==> config.mk <==
export PLATFORM = sky130hd
export DESIGN_NAME = rvx_front
export DESIGN_NICKNAME = d
export VERILOG_FILES = /design/src/rtl/rvx_pkg.sv /design/src/rtl/rvx_front.sv
export SDC_FILE = /design/constraint.sdc
export NUM_CORES = 1
export LEC_CHECK = 0
export BUFFER_PORTS_ARGS = -buffer_cell sky130_fd_sc_hd__buf_2
export CORE_MARGIN = 2
export CORE_UTILIZATION = 30
export DETAILED_ROUTE_END_ITERATION = 10
export SLEW_MARGIN = 25
export SYNTH_ARGS = -nofsm -noshare
export SYNTH_HDL_FRONTEND = slang
export SYNTH_SLANG_ARGS = --single-unit
==> constraint.sdc <==
create_clock -name clk -period 10.78 [get_ports clk]
set_clock_uncertainty 0.15 [all_clocks]
set_input_delay 2.156 -clock clk [delete_from_list [all_inputs] [get_ports clk]]
set_output_delay 2.156 -clock clk [all_outputs]
set_load 0.02 [all_outputs]
==> src/rtl/rvx_pkg.sv <==
// ---------------------------------------------------------------------------
// rvx_pkg
// shared types and codes for the execute unit
// ---------------------------------------------------------------------------
package rvx_pkg;

    localparam logic [5:0] OP_ADD   = 6'd0;
    localparam logic [5:0] OP_SUB   = 6'd1;
    localparam logic [5:0] OP_XOR   = 6'd2;
    localparam logic [5:0] OP_OR    = 6'd3;
    localparam logic [5:0] OP_AND   = 6'd4;
    localparam logic [5:0] OP_SLL   = 6'd5;
    localparam logic [5:0] OP_SRL   = 6'd6;
    localparam logic [5:0] OP_MUL   = 6'd7;
    localparam logic [5:0] OP_DIV   = 6'd8;
    localparam logic [5:0] OP_REM   = 6'd9;
    localparam logic [5:0] OP_ADDI  = 6'd10;
    localparam logic [5:0] OP_XORI  = 6'd11;
    localparam logic [5:0] OP_ORI   = 6'd12;
    localparam logic [5:0] OP_ANDI  = 6'd13;
    localparam logic [5:0] OP_SLLI  = 6'd14;
    localparam logic [5:0] OP_SRLI  = 6'd15;
    localparam logic [5:0] OP_LB    = 6'd16;
    localparam logic [5:0] OP_LH    = 6'd17;
    localparam logic [5:0] OP_LW    = 6'd18;
    localparam logic [5:0] OP_SB    = 6'd19;
    localparam logic [5:0] OP_SH    = 6'd20;
    localparam logic [5:0] OP_SW    = 6'd21;
    localparam logic [5:0] OP_BEQ   = 6'd22;
    localparam logic [5:0] OP_BNE   = 6'd23;
    localparam logic [5:0] OP_BLT   = 6'd24;
    localparam logic [5:0] OP_BGE   = 6'd25;
    localparam logic [5:0] OP_BGT   = 6'd26;
    localparam logic [5:0] OP_BLE   = 6'd27;
    localparam logic [5:0] OP_LI    = 6'd28;
    localparam logic [5:0] OP_MV    = 6'd29;
    localparam logic [5:0] OP_CALL  = 6'd30;
    localparam logic [5:0] OP_J     = 6'd31;
    localparam logic [5:0] OP_ECALL = 6'd32;
    localparam logic [5:0] OP_RET   = 6'd33;

    localparam logic [2:0] EV_NONE = 3'd0;
    localparam logic [2:0] EV_PINT = 3'd1;
    localparam logic [2:0] EV_PCHR = 3'd2;
    localparam logic [2:0] EV_EXIT = 3'd3;
    localparam logic [2:0] EV_ERR  = 3'd4;

    localparam logic [2:0] ERR_NONE   = 3'd0;
    localparam logic [2:0] ERR_WRZERO = 3'd1;
    localparam logic [2:0] ERR_DIV0   = 3'd2;
    localparam logic [2:0] ERR_RET    = 3'd3;
    localparam logic [2:0] ERR_ECALL  = 3'd4;
    localparam logic [2:0] ERR_ADDR   = 3'd5;

    localparam logic [31:0] SVC_PINT = 32'd1;
    localparam logic [31:0] SVC_EXIT = 32'd10;
    localparam logic [31:0] SVC_PCHR = 32'd11;

    localparam logic [4:0] REG_RA = 5'd1;
    localparam logic [4:0] REG_SP = 5'd2;
    localparam logic [4:0] REG_A0 = 5'd10;
    localparam logic [4:0] REG_A1 = 5'd11;

    localparam logic [1:0] PADDR_PLEN = 2'd0;

    // one queued instruction as the front end classified it
    typedef struct packed {
        logic [5:0]  op;
        logic [4:0]  dest_reg;
        logic [4:0]  src_a;
        logic [4:0]  src_b;
        logic [31:0] immediate;
        logic [15:0] target;
        logic        is_div;   // div or rem, goes to the divider
        logic        is_mem;   // load or store
        logic        is_load;
        logic [2:0]  size;     // bytes moved by a memory op
    } rvx_instr_t;

    typedef struct packed {
        logic [15:0] next_pc;
        logic [2:0]  event_res;
        logic [31:0] value;
        logic [2:0]  error_kind;
    } rvx_result_t;

endpackage

==> src/rtl/rvx_front.sv <==
// ---------------------------------------------------------------------------
// rvx_front
// accepts requests, classifies them and holds them in a two-entry queue
// ---------------------------------------------------------------------------
module rvx_front (
    input  logic                clk,
    input  logic                rst_n,
    input  logic                in_valid,
    output logic                in_stall,
    input  logic [5:0]          op,
    input  logic [4:0]          dest_reg,
    input  logic [4:0]          src_a,
    input  logic [4:0]          src_b,
    input  logic signed [31:0]  immediate,
    input  logic [15:0]         target,
    output logic                q_valid,
    output rvx_pkg::rvx_instr_t q_data,
    input  logic                q_pop
);

    rvx_pkg::rvx_instr_t ent_reg [2];
    logic                rd_ptr_reg, rd_ptr_next;
    logic                wr_ptr_reg, wr_ptr_next;
    logic [1:0]          cnt_reg, cnt_next;
    rvx_pkg::rvx_instr_t cls;
    logic                push;
    logic                pop;

    always_comb
    begin
        cls.op        = op;
        cls.dest_reg  = dest_reg;
        cls.src_a     = src_a;
        cls.src_b     = src_b;
        cls.immediate = immediate;
        cls.target    = target;
        cls.is_div    = (op == rvx_pkg::OP_DIV) || (op == rvx_pkg::OP_REM);
        cls.is_mem    = (op >= rvx_pkg::OP_LB) && (op <= rvx_pkg::OP_SW);
        cls.is_load   = (op >= rvx_pkg::OP_LB) && (op <= rvx_pkg::OP_LW);
        if (op == rvx_pkg::OP_LB || op == rvx_pkg::OP_SB)
            cls.size = 3'd1;
        else if (op == rvx_pkg::OP_LH || op == rvx_pkg::OP_SH)
            cls.size = 3'd2;
        else
            cls.size = 3'd4;
    end

    assign in_stall = (cnt_reg == 2'd2);
    assign push     = in_valid && !in_stall;
    assign q_valid  = (cnt_reg != 2'd0);
    assign q_data   = ent_reg[rd_ptr_reg];
    assign pop      = q_pop && q_valid;

    always_comb
    begin
        rd_ptr_next = pop ? ~rd_ptr_reg : rd_ptr_reg;
        wr_ptr_next = push ? ~wr_ptr_reg : wr_ptr_reg;
        cnt_next    = cnt_reg + {1'b0, push} - {1'b0, pop};
    end

    always_ff @(posedge clk or negedge rst_n)
    begin
        if (!rst_n)
        begin
            rd_ptr_reg <= 1'b0;
            wr_ptr_reg <= 1'b0;
            cnt_reg    <= 2'd0;
        end
        else
        begin
            rd_ptr_reg <= rd_ptr_next;
            wr_ptr_reg <= wr_ptr_next;
            cnt_reg    <= cnt_next;
        end
    end

    always_ff @(posedge clk)
    begin
        if (push)
            ent_reg[wr_ptr_reg] <= cls;
    end

endmodule

==> results of run 1 <==
## placed cells by master, fill, tap and decap left out
cell        instances
a211o_1             1
a211oi_1            1
a21oi_1             1
and2_1              1
and3_4              1
buf_16              2
buf_2             149
buf_4               1
bufinv_16           1
clkbuf_1            1
clkbuf_16          17
clkinv_1            1
clkinv_2            4
clkinv_4            2
clkinvlp_4          2
dfrtp_1             3
dfrtp_4             1
edfxtp_1          150
ha_1                2
inv_1               2
inv_6               4
mux2_2             75
nand2_1             1
nand2b_1            1
nor2_4              1
nor2b_1             2
nor3_1              1
nor4_1              1
nor4_2              1
or2_2               1
or2b_1              1
or3b_4              1
xnor2_1             4
xor2_1              1
## power by group through the flow
stage / clock, mW / combinational, mW / sequential (mW)
6_report: 0.557 / 0.650 / 0.871
5_1_grt: 0.602 / 0.701 / 0.886
4_1_cts: 0.577 / 0.622 / 0.911
3_5_place_dp: 0 / 0.619 / 0.923
3_3_place_gp: 0 / 0.605 / 0.917
2_1_floorplan: 0 / 0.474 / 0.864
## layer usage
| metal | global-route usage | up-vias |
|---|---|---|
| li1 | - | 1364 |
| met1 | 0.1255 | 1481 |
| met2 | 0.1896 | 95 |
| met3 | 0.03881 | 16 |
| met4 | 0.05263 | 0 |
| met5 | 0 | - |
## how the worst max path moves through the flow
stage          slack, ps             end  cells after the start       start
5_1_grt             6360      q_data[67]                      3  rd_ptr_reg
3_5_place_dp        6490  ent_reg[0][23]                      4    in_valid
2_1_floorplan       4740   ent_reg[0][0]                      2    in_valid
6_report            6460       q_data[5]                      3  rd_ptr_reg
4_1_cts             6220      q_data[73]                      2  rd_ptr_reg
3_3_place_gp        6560  ent_reg[0][24]                      4    in_valid
## area by class of cell
class | count | share of cell area
clock buffers | 18 | 0.05877
clock inverters | 14 | 0.01662
inverters | 2 | 0.001028
multi-input cells | 98 | 0.1417
flip-flops and latches | 154 | 0.6311
well taps | 234 | 0.04010
repair buffers | 152 | 0.1107
## cell families (layout without fill, tap and decap cells)
| group | Yosys count | after routing |
|---|---|---|
| fa+ha+maj | 2 | 2 |
| flops | 154 | 154 |
| mux | 75 | 75 |
| simple gates | 13 | 13 |
| buf+inv | 10 | 186 |
| compound gates | 3 | 3 |
| xor+xnor | 5 | 5 |
## critical path: stages (launching register included)
cell,delay (ps)
dfrtp_4,700
buf_16,300
mux2_2,390
buf_2,160
## through the flow
step | setup WS (ps) | std cells | util
3_3_place_gp | 6560 | 638 | 0.3580
5_1_grt | 6361 | 672 | 0.3904
3_5_place_dp | 6491 | 639 | 0.3595
6_report | 6456 | 672 | 0.3904
2_1_floorplan | 4741 | 262 | -
4_1_cts | 6218 | 671 | 0.3889
==> results.toml, run 1 <==
[status]
outcome = "completed"

[clock_network]
cts_hold_repair.buffers = 0
root_buffer = "clkbuf_16"
clock_network_latency_to_the_later_pin_of_the_worst_skew_pair_ps = 420
tritoncts = "yes"
worst_case_clock_buffer_depth = 2
cts_setup_buffers = 0
clock_pin_slew_on_the_worst_setup_and_hold_paths_ps = 60
htree_levels = 4
post_cts_resized = 0
clock_sinks = 154
numCtsBuffers = 17

[layout]
nets = 500
largest_reg_flops = 150
syn_to_final_growth_pct = 28.07
insertedDiodeCount = 0
final_area_um2 = 7302
final.fill_count = 1715
final_layout_size_suffix_gt1_frac = 0.6005
multi_input_comb_area_um2 = 1035
register_area_um2 = 4608

[setup_path]
crit_path_max_fanout = 49
timing.reg2reg.worst_path_depth = 4
critical_path_start_end_classification = "reg -> out"
endpoint_kind = "output port"
start_kind = "flop"
reg2reg_to = "ent_reg[0][35]"
r2r_start = "cnt_reg[1]"
critical_path_arrival_ps = 2020
critical_path_required_ps = 8470
r2r_slack_ps = 8310

[hold_path]
worst_hold_path.endpoint = "cnt_reg[1]"
holdPathStages = 1
worst_hold_path_type = "reg -> reg"
min-delay-start = "cnt_reg[1]"

[power]
total_power_mw = 2.079
power_frac_clock = 0.268
seqPwrFrac = 0.419
total_switching_power_mw = 0.6797
power_leakage_nw = 2.695
sw_frac_of_total = 0.3270
power.density_nw_per_um2 = 284.7
worst_vdd_rail_ir_drop_uv = 104.3
power_report.internal_total_mw = 1.399
comb_power_share = 0.313

[floorplan]
io_pins = 150
die_area_um2 = 20120
start_util = 0.3048
fp.coreArea_um2 = 18710
std_cell_rows = 50
die_h_um = 141.9
floorplan.die.width_um = 141.9

[global_routing]
grt_max_degree = 77
number_of_global_route_vias_before_repair = 3161
antenna_found_initial = 0
globalRoute.totalOverflow = 0
global_route.usage.total = 0.1113
global_route_wire_length_before_repair_um = 16580

[drt]
detail_route.drc_violations = 0
drt_first_pass_iters = 4
highest-signal-layer = "met4"
antenna_violating_nets_post_route = 0
routed-via-count = 2956
met3_length_um = 600
routed_wl_um = 10840
wl_per_cell_um = 16.13
detail_route.iter0.violations = 94
dr_wl_met2_um = 5488
via_per_inst = 4.399
post_route_met1_wirelength_um = 4534

[synth]
synth-warning-count = 0
netlist_instances = 262
yosys-top-cells-count = "edfxtp_1 (150), mux2_2 (75), buf_6 (4), dfrtp_1 (4), xnor2_1 (4)"
number_of_enable_type_register_cells_in_the_synthesized_netlist = 150
xor_xnor_portion_of_the_synthesized_cell_area = 0.007680
synthMostInstantiatedCell = "edfxtp_1"
synth.distinct_cells = 25
synth.cell_area_um2 = 5702
yosys.area_share.simple = 0.01536
synth-seq-cells = 154
synth.top_cells.by_area = "edfxtp_1 (79%), mux2_2 (15%), dfrtp_1 (1.8%), buf_6 (0.79%), xnor2_1 (0.61%)"
synth_top_family_by_area = "multiplexers"
yosys_most_used_dff = "edfxtp_1"
complex_gate_fraction_of_the_synthesized_area = 0.003731
seq_area_frac_synth = 0.8075
synth.mux.area_fraction = 0.1481
yosysTopAreaCellShare = 0.7900
avgSynthCellArea_um2 = 21.76
syn-num-nets = 337
synthArstFlopShare = 0.02597
synth_fa_ha_area_frac = 0.004389
post-synth-top-area-cell = "edfxtp_1"

[sta]
worst_slew_margin_rel = 0.4519
achievable-frequency_ghz = 0.2313
fin_worst_hold_slack_ps = 348.5
report.final.hold_viol_count = 0
finalMaxSlewViolations = 0
layout_min_cycle_time_ps = 4324
grt_setup_unrepaired = "no"
slew_at_the_pin_with_the_worst_max_slew_slack_ps = 822.2
final.setup.tns_ps = 0
final_min_period_over_clock_period = 0.4011
setup_viol_count_final = 0

[job]
max_cap_viol_count = 0

[placed_design]
dpl_cell_area_um2 = 6724
port_buffers = 149
hpwl_um = 6852
routability_congestion_estimate_from_global_placement = 0.6992
(Power assumes the default switching activity.)
==> inputs of run 2 (changes only) <==
==> constraint.sdc (replaced) <==
create_clock -name clk -period 4.03 [get_ports clk]
set_clock_uncertainty 0.15 [all_clocks]
set_input_delay 0.806 -clock clk [delete_from_list [all_inputs] [get_ports clk]]
set_output_delay 0.806 -clock clk [all_outputs]
set_load 0.02 [all_outputs]
==> run 2 against run 1 <==
Non-clock buffer count unchanged. Via count decreased by 1.3%. Sequential power rose to 2.7 times the previous value. Sequential cell count unchanged. Register-to-register slack got worse by 6200 ps. Count of clock-buffer cells in the layout down 1. Sequential share of layout area is 0.64 points lower. Cell count stayed put. Global-route usage down 0.12 points. Die area did not move. Total power increased to 2.8 times the previous value. Clock power rose to 3.1 times the previous value. Critical endpoint is now q_data[74]. Largest cell class unchanged. Largest power group unchanged.
==> results.toml, run 2 (synthesis gave the netlist of run 1 again) <==
[status]
outcome = "completed"

[clock_network]
clock_pin_slew_on_the_worst_setup_and_hold_paths_ps = 70
htree_levels = 4
tritoncts = "yes"
cts_setup_buffers = 0
clock_network_latency_to_the_later_pin_of_the_worst_skew_pair_ps = 420
root_buffer = "clkbuf_16"
cts_hold_repair.buffers = 0
clock_sinks = 154
post_cts_resized = 0
worst_case_clock_buffer_depth = 2
numCtsBuffers = 17

[floorplan]
fp.coreArea_um2 = 18710
start_util = 0.3048
die_area_um2 = 20120
io_pins = 150
die_h_um = 141.9
floorplan.die.width_um = 141.9
std_cell_rows = 50

[layout]
final.fill_count = 1724
final_layout_size_suffix_gt1_frac = 0.6050
layout_common_cells = "edfxtp_1 (150), buf_2 (149), mux2_2 (75)"
nets = 500
largest_reg_flops = 150
syn_to_final_growth_pct = 29.38
insertedDiodeCount = 0
final_common_cell = "edfxtp_1"

[sta]
final_min_period_over_clock_period = 0.7689
setup_viol_count_final = 0
final.setup.tns_ps = 0
grt_setup_unrepaired = "no"
achievable-frequency_ghz = 0.3227
slew_at_the_pin_with_the_worst_max_slew_slack_ps = 761.2
worst_slew_margin_rel = 0.4925
finalMaxSlewViolations = 0
fin_worst_hold_slack_ps = 27.02
report.final.hold_viol_count = 0
layout_min_cycle_time_ps = 3099

[global_routing]
gr-usage-met1 = 0.1358
global_route_wire_length_before_repair_um = 16480
use_met3 = 0.04084
antenna_found_initial = 0
global_route.peak_usage_layer = "met2"
grt_max_degree = 77
globalRoute.totalOverflow = 0
groute.layer.met2.usage = 0.1727
number_of_global_route_vias_before_repair = 3177
global_route.usage.total = 0.1101

[setup_path]
critical_path_arrival_ps = 2140
timing.reg2reg.worst_path_depth = 3
crit_path_start = "rd_ptr_reg"
timing.critical_path.cells = "buf_12 -> mux2_2 -> buf_2"
endpoint_kind = "output port"
r2r_start = "cnt_reg[1]"
critical_path_required_ps = 3070
critical_path_start_end_classification = "reg -> out"
critical_path.max_stage_delay_ps = 870
reg2reg_to = "ent_reg[1][22]"
start_kind = "flop"
r2r_slack_ps = 2070
crit_path_max_fanout = 49
cp_slowest_cell = "dfrtp_4"

[drt]
detail_route.iter0.violations = 125
via_per_inst = 4.344
drt_first_pass_iters = 4
routed-via-count = 2919
antenna_violating_nets_post_route = 0
routed_wl_um = 10670
wl_per_cell_um = 15.88
detail_route.drc_violations = 0

[placed_design]
routability_congestion_estimate_from_global_placement = 0.6609
hpwl_um = 6582
port_buffers = 149

[power]
power_leakage_nw = 2.724
worst_vdd_rail_ir_drop_uv = 551.7
power.density_nw_per_um2 = 781.0
total_power_mw = 5.762

[hold_path]
worst_hold_path_type = "in -> async"

[job]
max_cap_viol_count = 0
-- run 2: cell count changes in the layout (fill, tap and decap cells not counted), moves of 2 or more --
cell,delta
buf_12,+2
bufinv_16,+3
buf_16,-2
clkinv_2,-3
-- run 2: how the worst max path moves through the flow --
stage	end	cells after the start
5_1_grt	q_data[74]	3
3_5_place_dp	q_data[3]	2
2_1_floorplan	ent_reg[0][0]	2
6_report	q_data[74]	3
3_3_place_gp	q_data[74]	2
4_1_cts	q_data[3]	2
-- run 2: worst max-delay path: cells and delay by family, from the launching register on --
family	cells	cell delay, ps
buffers and inverters	2	450
multiplexers	1	380
flip-flops	1	870
-- run 2: stage by stage --
step / std cells / area, um2 / utilization / setup WS (ps)
global placement: 638 / 6696 / 0.3580 / 1317
CTS: 671 / 7353 / 0.3931 / 816.5
detailed placement: 639 / 6716 / 0.3591 / 1282
global route: 672 / 7377 / 0.3944 / 812.1
finish: 672 / 7377 / 0.3944 / 931.2
floorplan: 262 / 5704 / - / 598.5
-- run 2: cell type report --
| type | count | area [um2] | share of cell area |
|---|---|---|---|
| Clock buffer | 17 | 425.4 | 0.05767 |
| Timing Repair Buffer | 152 | 797.0 | 0.1080 |
| Tap cell | 234 | 292.8 | 0.03969 |
| Sequential cell | 154 | 4608 | 0.6247 |
| Clock inverter | 15 | 211.5 | 0.02866 |
| Multi-Input combinational cell | 98 | 1035 | 0.1403 |
| Inverter | 2 | 7.507 | 0.001018 |
-- run 2: metal layers --
metal | up-vias | part of all wire
met3 | 14 | 0.061
met2 | 99 | 0.47
met4 | 0 | 0.019
met5 | - | 0
li1 | 1367 | -
met1 | 1439 | 0.45
-- run 2: report_power, final --
| group | internal (mW) | leakage, nW | switching, mW | total, mW |
|---|---|---|---|---|
| sequential | 2.19 | 1.44 | 0.175 | 2.37 |
| combinational | 0.689 | 0.981 | 0.990 | 1.68 |
| clock | 1.05 | 0.303 | 0.666 | 1.72 |
| total | 3.93 | 2.72 | 1.83 | 5.76 |
==> inputs of run 3 (changes only) <==
--- a/config.mk
+++ b/config.mk
@@ -5,6 +5,7 @@
 export SDC_FILE = /design/constraint.sdc
 export NUM_CORES = 1
 export LEC_CHECK = 0
+export ABC_AREA = 1
 export BUFFER_PORTS_ARGS = -buffer_cell sky130_fd_sc_hd__buf_2
 export CORE_MARGIN = 2
 export CORE_UTILIZATION = 30
==> constraint.sdc (replaced) <==
create_clock -name clk -period 3.2 [get_ports clk]
set_clock_uncertainty 0.15 [all_clocks]
set_input_delay 0.64 -clock clk [delete_from_list [all_inputs] [get_ports clk]]
set_output_delay 0.64 -clock clk [all_outputs]
set_load 0.02 [all_outputs]
==> run 3 against run 2 <==
Count of clock-buffer cells in the layout up 2. Worst hold slack better by 240 ps. Non-clock buffer count up 4. Sequential cell count unchanged. Via count up 26%. Combinational power up 49%. Synthesized area up 1.0%. Synthesized cell count up 69%. Critical path depth up 2. Highest routed layer unchanged.
==> results.toml, run 3 <==
[hold_path]
worst_hold_path.endpoint = "ent_reg[1][59]"
holdPathStages = 1
worst_hold_path_type = "in -> reg"
min-delay-start = "src_a[0]"

[layout]
multi_input_comb_area_um2 = 1046
final_util = 0.3908
final_cells = 848
final_area_um2 = 7335
nets = 676
largest_reg_flops = 150
final_common_cell = "nand2_1"
syn_to_final_growth_pct = 27.32
layout_common_cells = "nand2_1 (233), edfxtp_1 (150), buf_2 (149)"
register_area_um2 = 4606
final.fill_count = 1813
final_layout_size_suffix_gt1_frac = 0.3046
insertedDiodeCount = 0

[sta]
worst_slew_margin_rel = 0.4377
grt_setup_unrepaired = "no"
report.final.hold_viol_count = 0
layout_min_cycle_time_ps = 2748
final_min_period_over_clock_period = 0.8588
slew_at_the_pin_with_the_worst_max_slew_slack_ps = 843.4
setup_ws_ps = 451.7
achievable-frequency_ghz = 0.3639
setup_viol_count_final = 0
finalMaxSlewViolations = 0
final.setup.tns_ps = 0
fin_worst_hold_slack_ps = 262.7

[clock_network]
tritoncts = "yes"
clock_network_latency_to_the_later_pin_of_the_worst_skew_pair_ps = 410
worst_case_clock_buffer_depth = 2
root_buffer = "clkbuf_16"
numCtsBuffers = 17
clock_pin_slew_on_the_worst_setup_and_hold_paths_ps = 60
clock_sinks = 154
htree_levels = 4

[placed_design]
port_buffers = 149
placedCellCount = 815
detailedPlace.worstSlack_ps = 833.1
dpl_cell_area_um2 = 6789
routability_congestion_estimate_from_global_placement = 0.6928
hpwl_um = 7754

[power]
total_power_mw = 7.210
power_leakage_nw = 3.140
power.density_nw_per_um2 = 983.0
worst_vdd_rail_ir_drop_uv = 439.1

[drt]
wl_per_cell_um = 14.56
antenna_violating_nets_post_route = 0
detail_route.drc_violations = 0
drt_first_pass_iters = 4
via_per_inst = 4.324
detail_route.iter0.violations = 198
routed-via-count = 3667
routed_wl_um = 12350

[setup_path]
crit_path_max_fanout = 31
reg2reg_to = "cnt_reg[1]"
r2r_start = "cnt_reg[0]"
critical_path_start_end_classification = "reg -> out"
critical_path_arrival_ps = 1960
endpoint_kind = "output port"
critical_path_required_ps = 2410
r2r_slack_ps = 1410
start_kind = "flop"
timing.reg2reg.worst_path_depth = 7

[global_routing]
global_route.usage.total = 0.1256
use_met3 = 0.05148
global_route_wire_length_before_repair_um = 19300
groute.layer.met2.usage = 0.2108
global_route.peak_usage_layer = "met2"
number_of_global_route_vias_before_repair = 3892
antenna_found_initial = 1
globalRoute.totalOverflow = 0
gr-usage-met1 = 0.1478
grt_max_degree = 76

[synth]
synth-seq-cells = 154
seq_area_frac_synth = 0.7993
syn-num-nets = 517
synthMostInstantiatedCell = "nand2_1"
synth.cell_area_um2 = 5761
yosys_most_used_dff = "edfxtp_1"
yosysTopAreaCellShare = 0.7819
synthArstFlopShare = 0.02597
synth-warning-count = 0
yosys-top-cells-count = "nand2_1 (233), edfxtp_1 (150), nor2_1 (14), buf_2 (13), inv_1 (8)"
number_of_enable_type_register_cells_in_the_synthesized_netlist = 150
synth.top_cells.by_area = "edfxtp_1 (78%), nand2_1 (15%), dfrtp_1 (1.7%), buf_2 (1.1%), nor2_1 (0.91%)"
netlist_instances = 442
post-synth-top-area-cell = "edfxtp_1"
avgSynthCellArea_um2 = 13.03
synth.distinct_cells = 17

[floorplan]
floorplan.die.width_um = 142.6
std_cell_rows = 50
io_pins = 150
start_util = 0.3069
die_area_um2 = 20330
fp.coreArea_um2 = 18770
die_h_um = 142.6

[status]
outcome = "completed"

[job]
max_cap_viol_count = 0
-- run 3: changes by cell type in the layout (fill, tap and decap cells not counted), sizes merged, moves of 5 or more --
| cell | change |
|---|---|
| nand2 | +232 |
| nor2 | +13 |
| inv | +5 |
| clkinv | +5 |
| mux2 | -75 |
-- run 3: kinds of logic (layout without fill, tap and decap cells) --
group | Yosys count | count (layout) | share of synthesized area
adder cells (fa/ha/maj) | 2 | 2 | 0.004343
flip-flops | 154 | 154 | 0.7993
buffers and inverters | 27 | 199 | 0.02172
AO/OA/AOI/OAI | 4 | 4 | 0.004126
XOR/XNOR | 4 | 4 | 0.006083
AND/OR/NAND/NOR | 251 | 251 | 0.1644
-- run 3: worst max-delay path: stages, from the launching register on --
cell and delay [ps]:
dfrtp_2 400, inv_2 380, buf_4 410, nand2_1 90, nand2_1 80, buf_2 170
-- run 3: report_power, final --
part	total, mW	switching [mW]	internal, mW
sequential	2.87	0.113	2.76
combinational	2.51	1.82	0.698
clock	1.83	0.768	1.06
total	7.21	2.70	4.51
-- run 3: routing by layer --
layer  share of wire  up-vias  wire (um)
met4          0.0084        0        104
li1                -     1802          -
met2            0.48      109       5979
met5               0        -          0
met1            0.44     1749       5418
met3           0.069        7        848
-- run 3: how the worst max path moves through the flow --
| stage | slack (ps) | end | startpoint |
|---|---|---|---|
| finish | 450 | q_data[38] | rd_ptr_reg |
| global route | 260 | q_data[45] | rd_ptr_reg |
| CTS | 370 | q_data[38] | rd_ptr_reg |
| detailed placement | 830 | q_data[38] | rd_ptr_reg |
| global placement | 860 | q_data[38] | rd_ptr_reg |
| floorplan | -50 | ent_reg[0][0] | in_valid |
-- run 3: timing repair --
item / 4_1_cts / 5_1_grt
gates resized for setup: 0 / 0
hold buffers: 1 / 0
hold endpoints to repair: 4 / 0
setup buffers: 0 / 0
-- run 3: final cells by class --
type,count,area share
clock buffers,19,0.05902
clock inverters,13,0.01399
inverters,11,0.005629
multi-input cells,261,0.1426
flip-flops and latches,154,0.6279
well taps,234,0.03992
repair buffers,156,0.1109
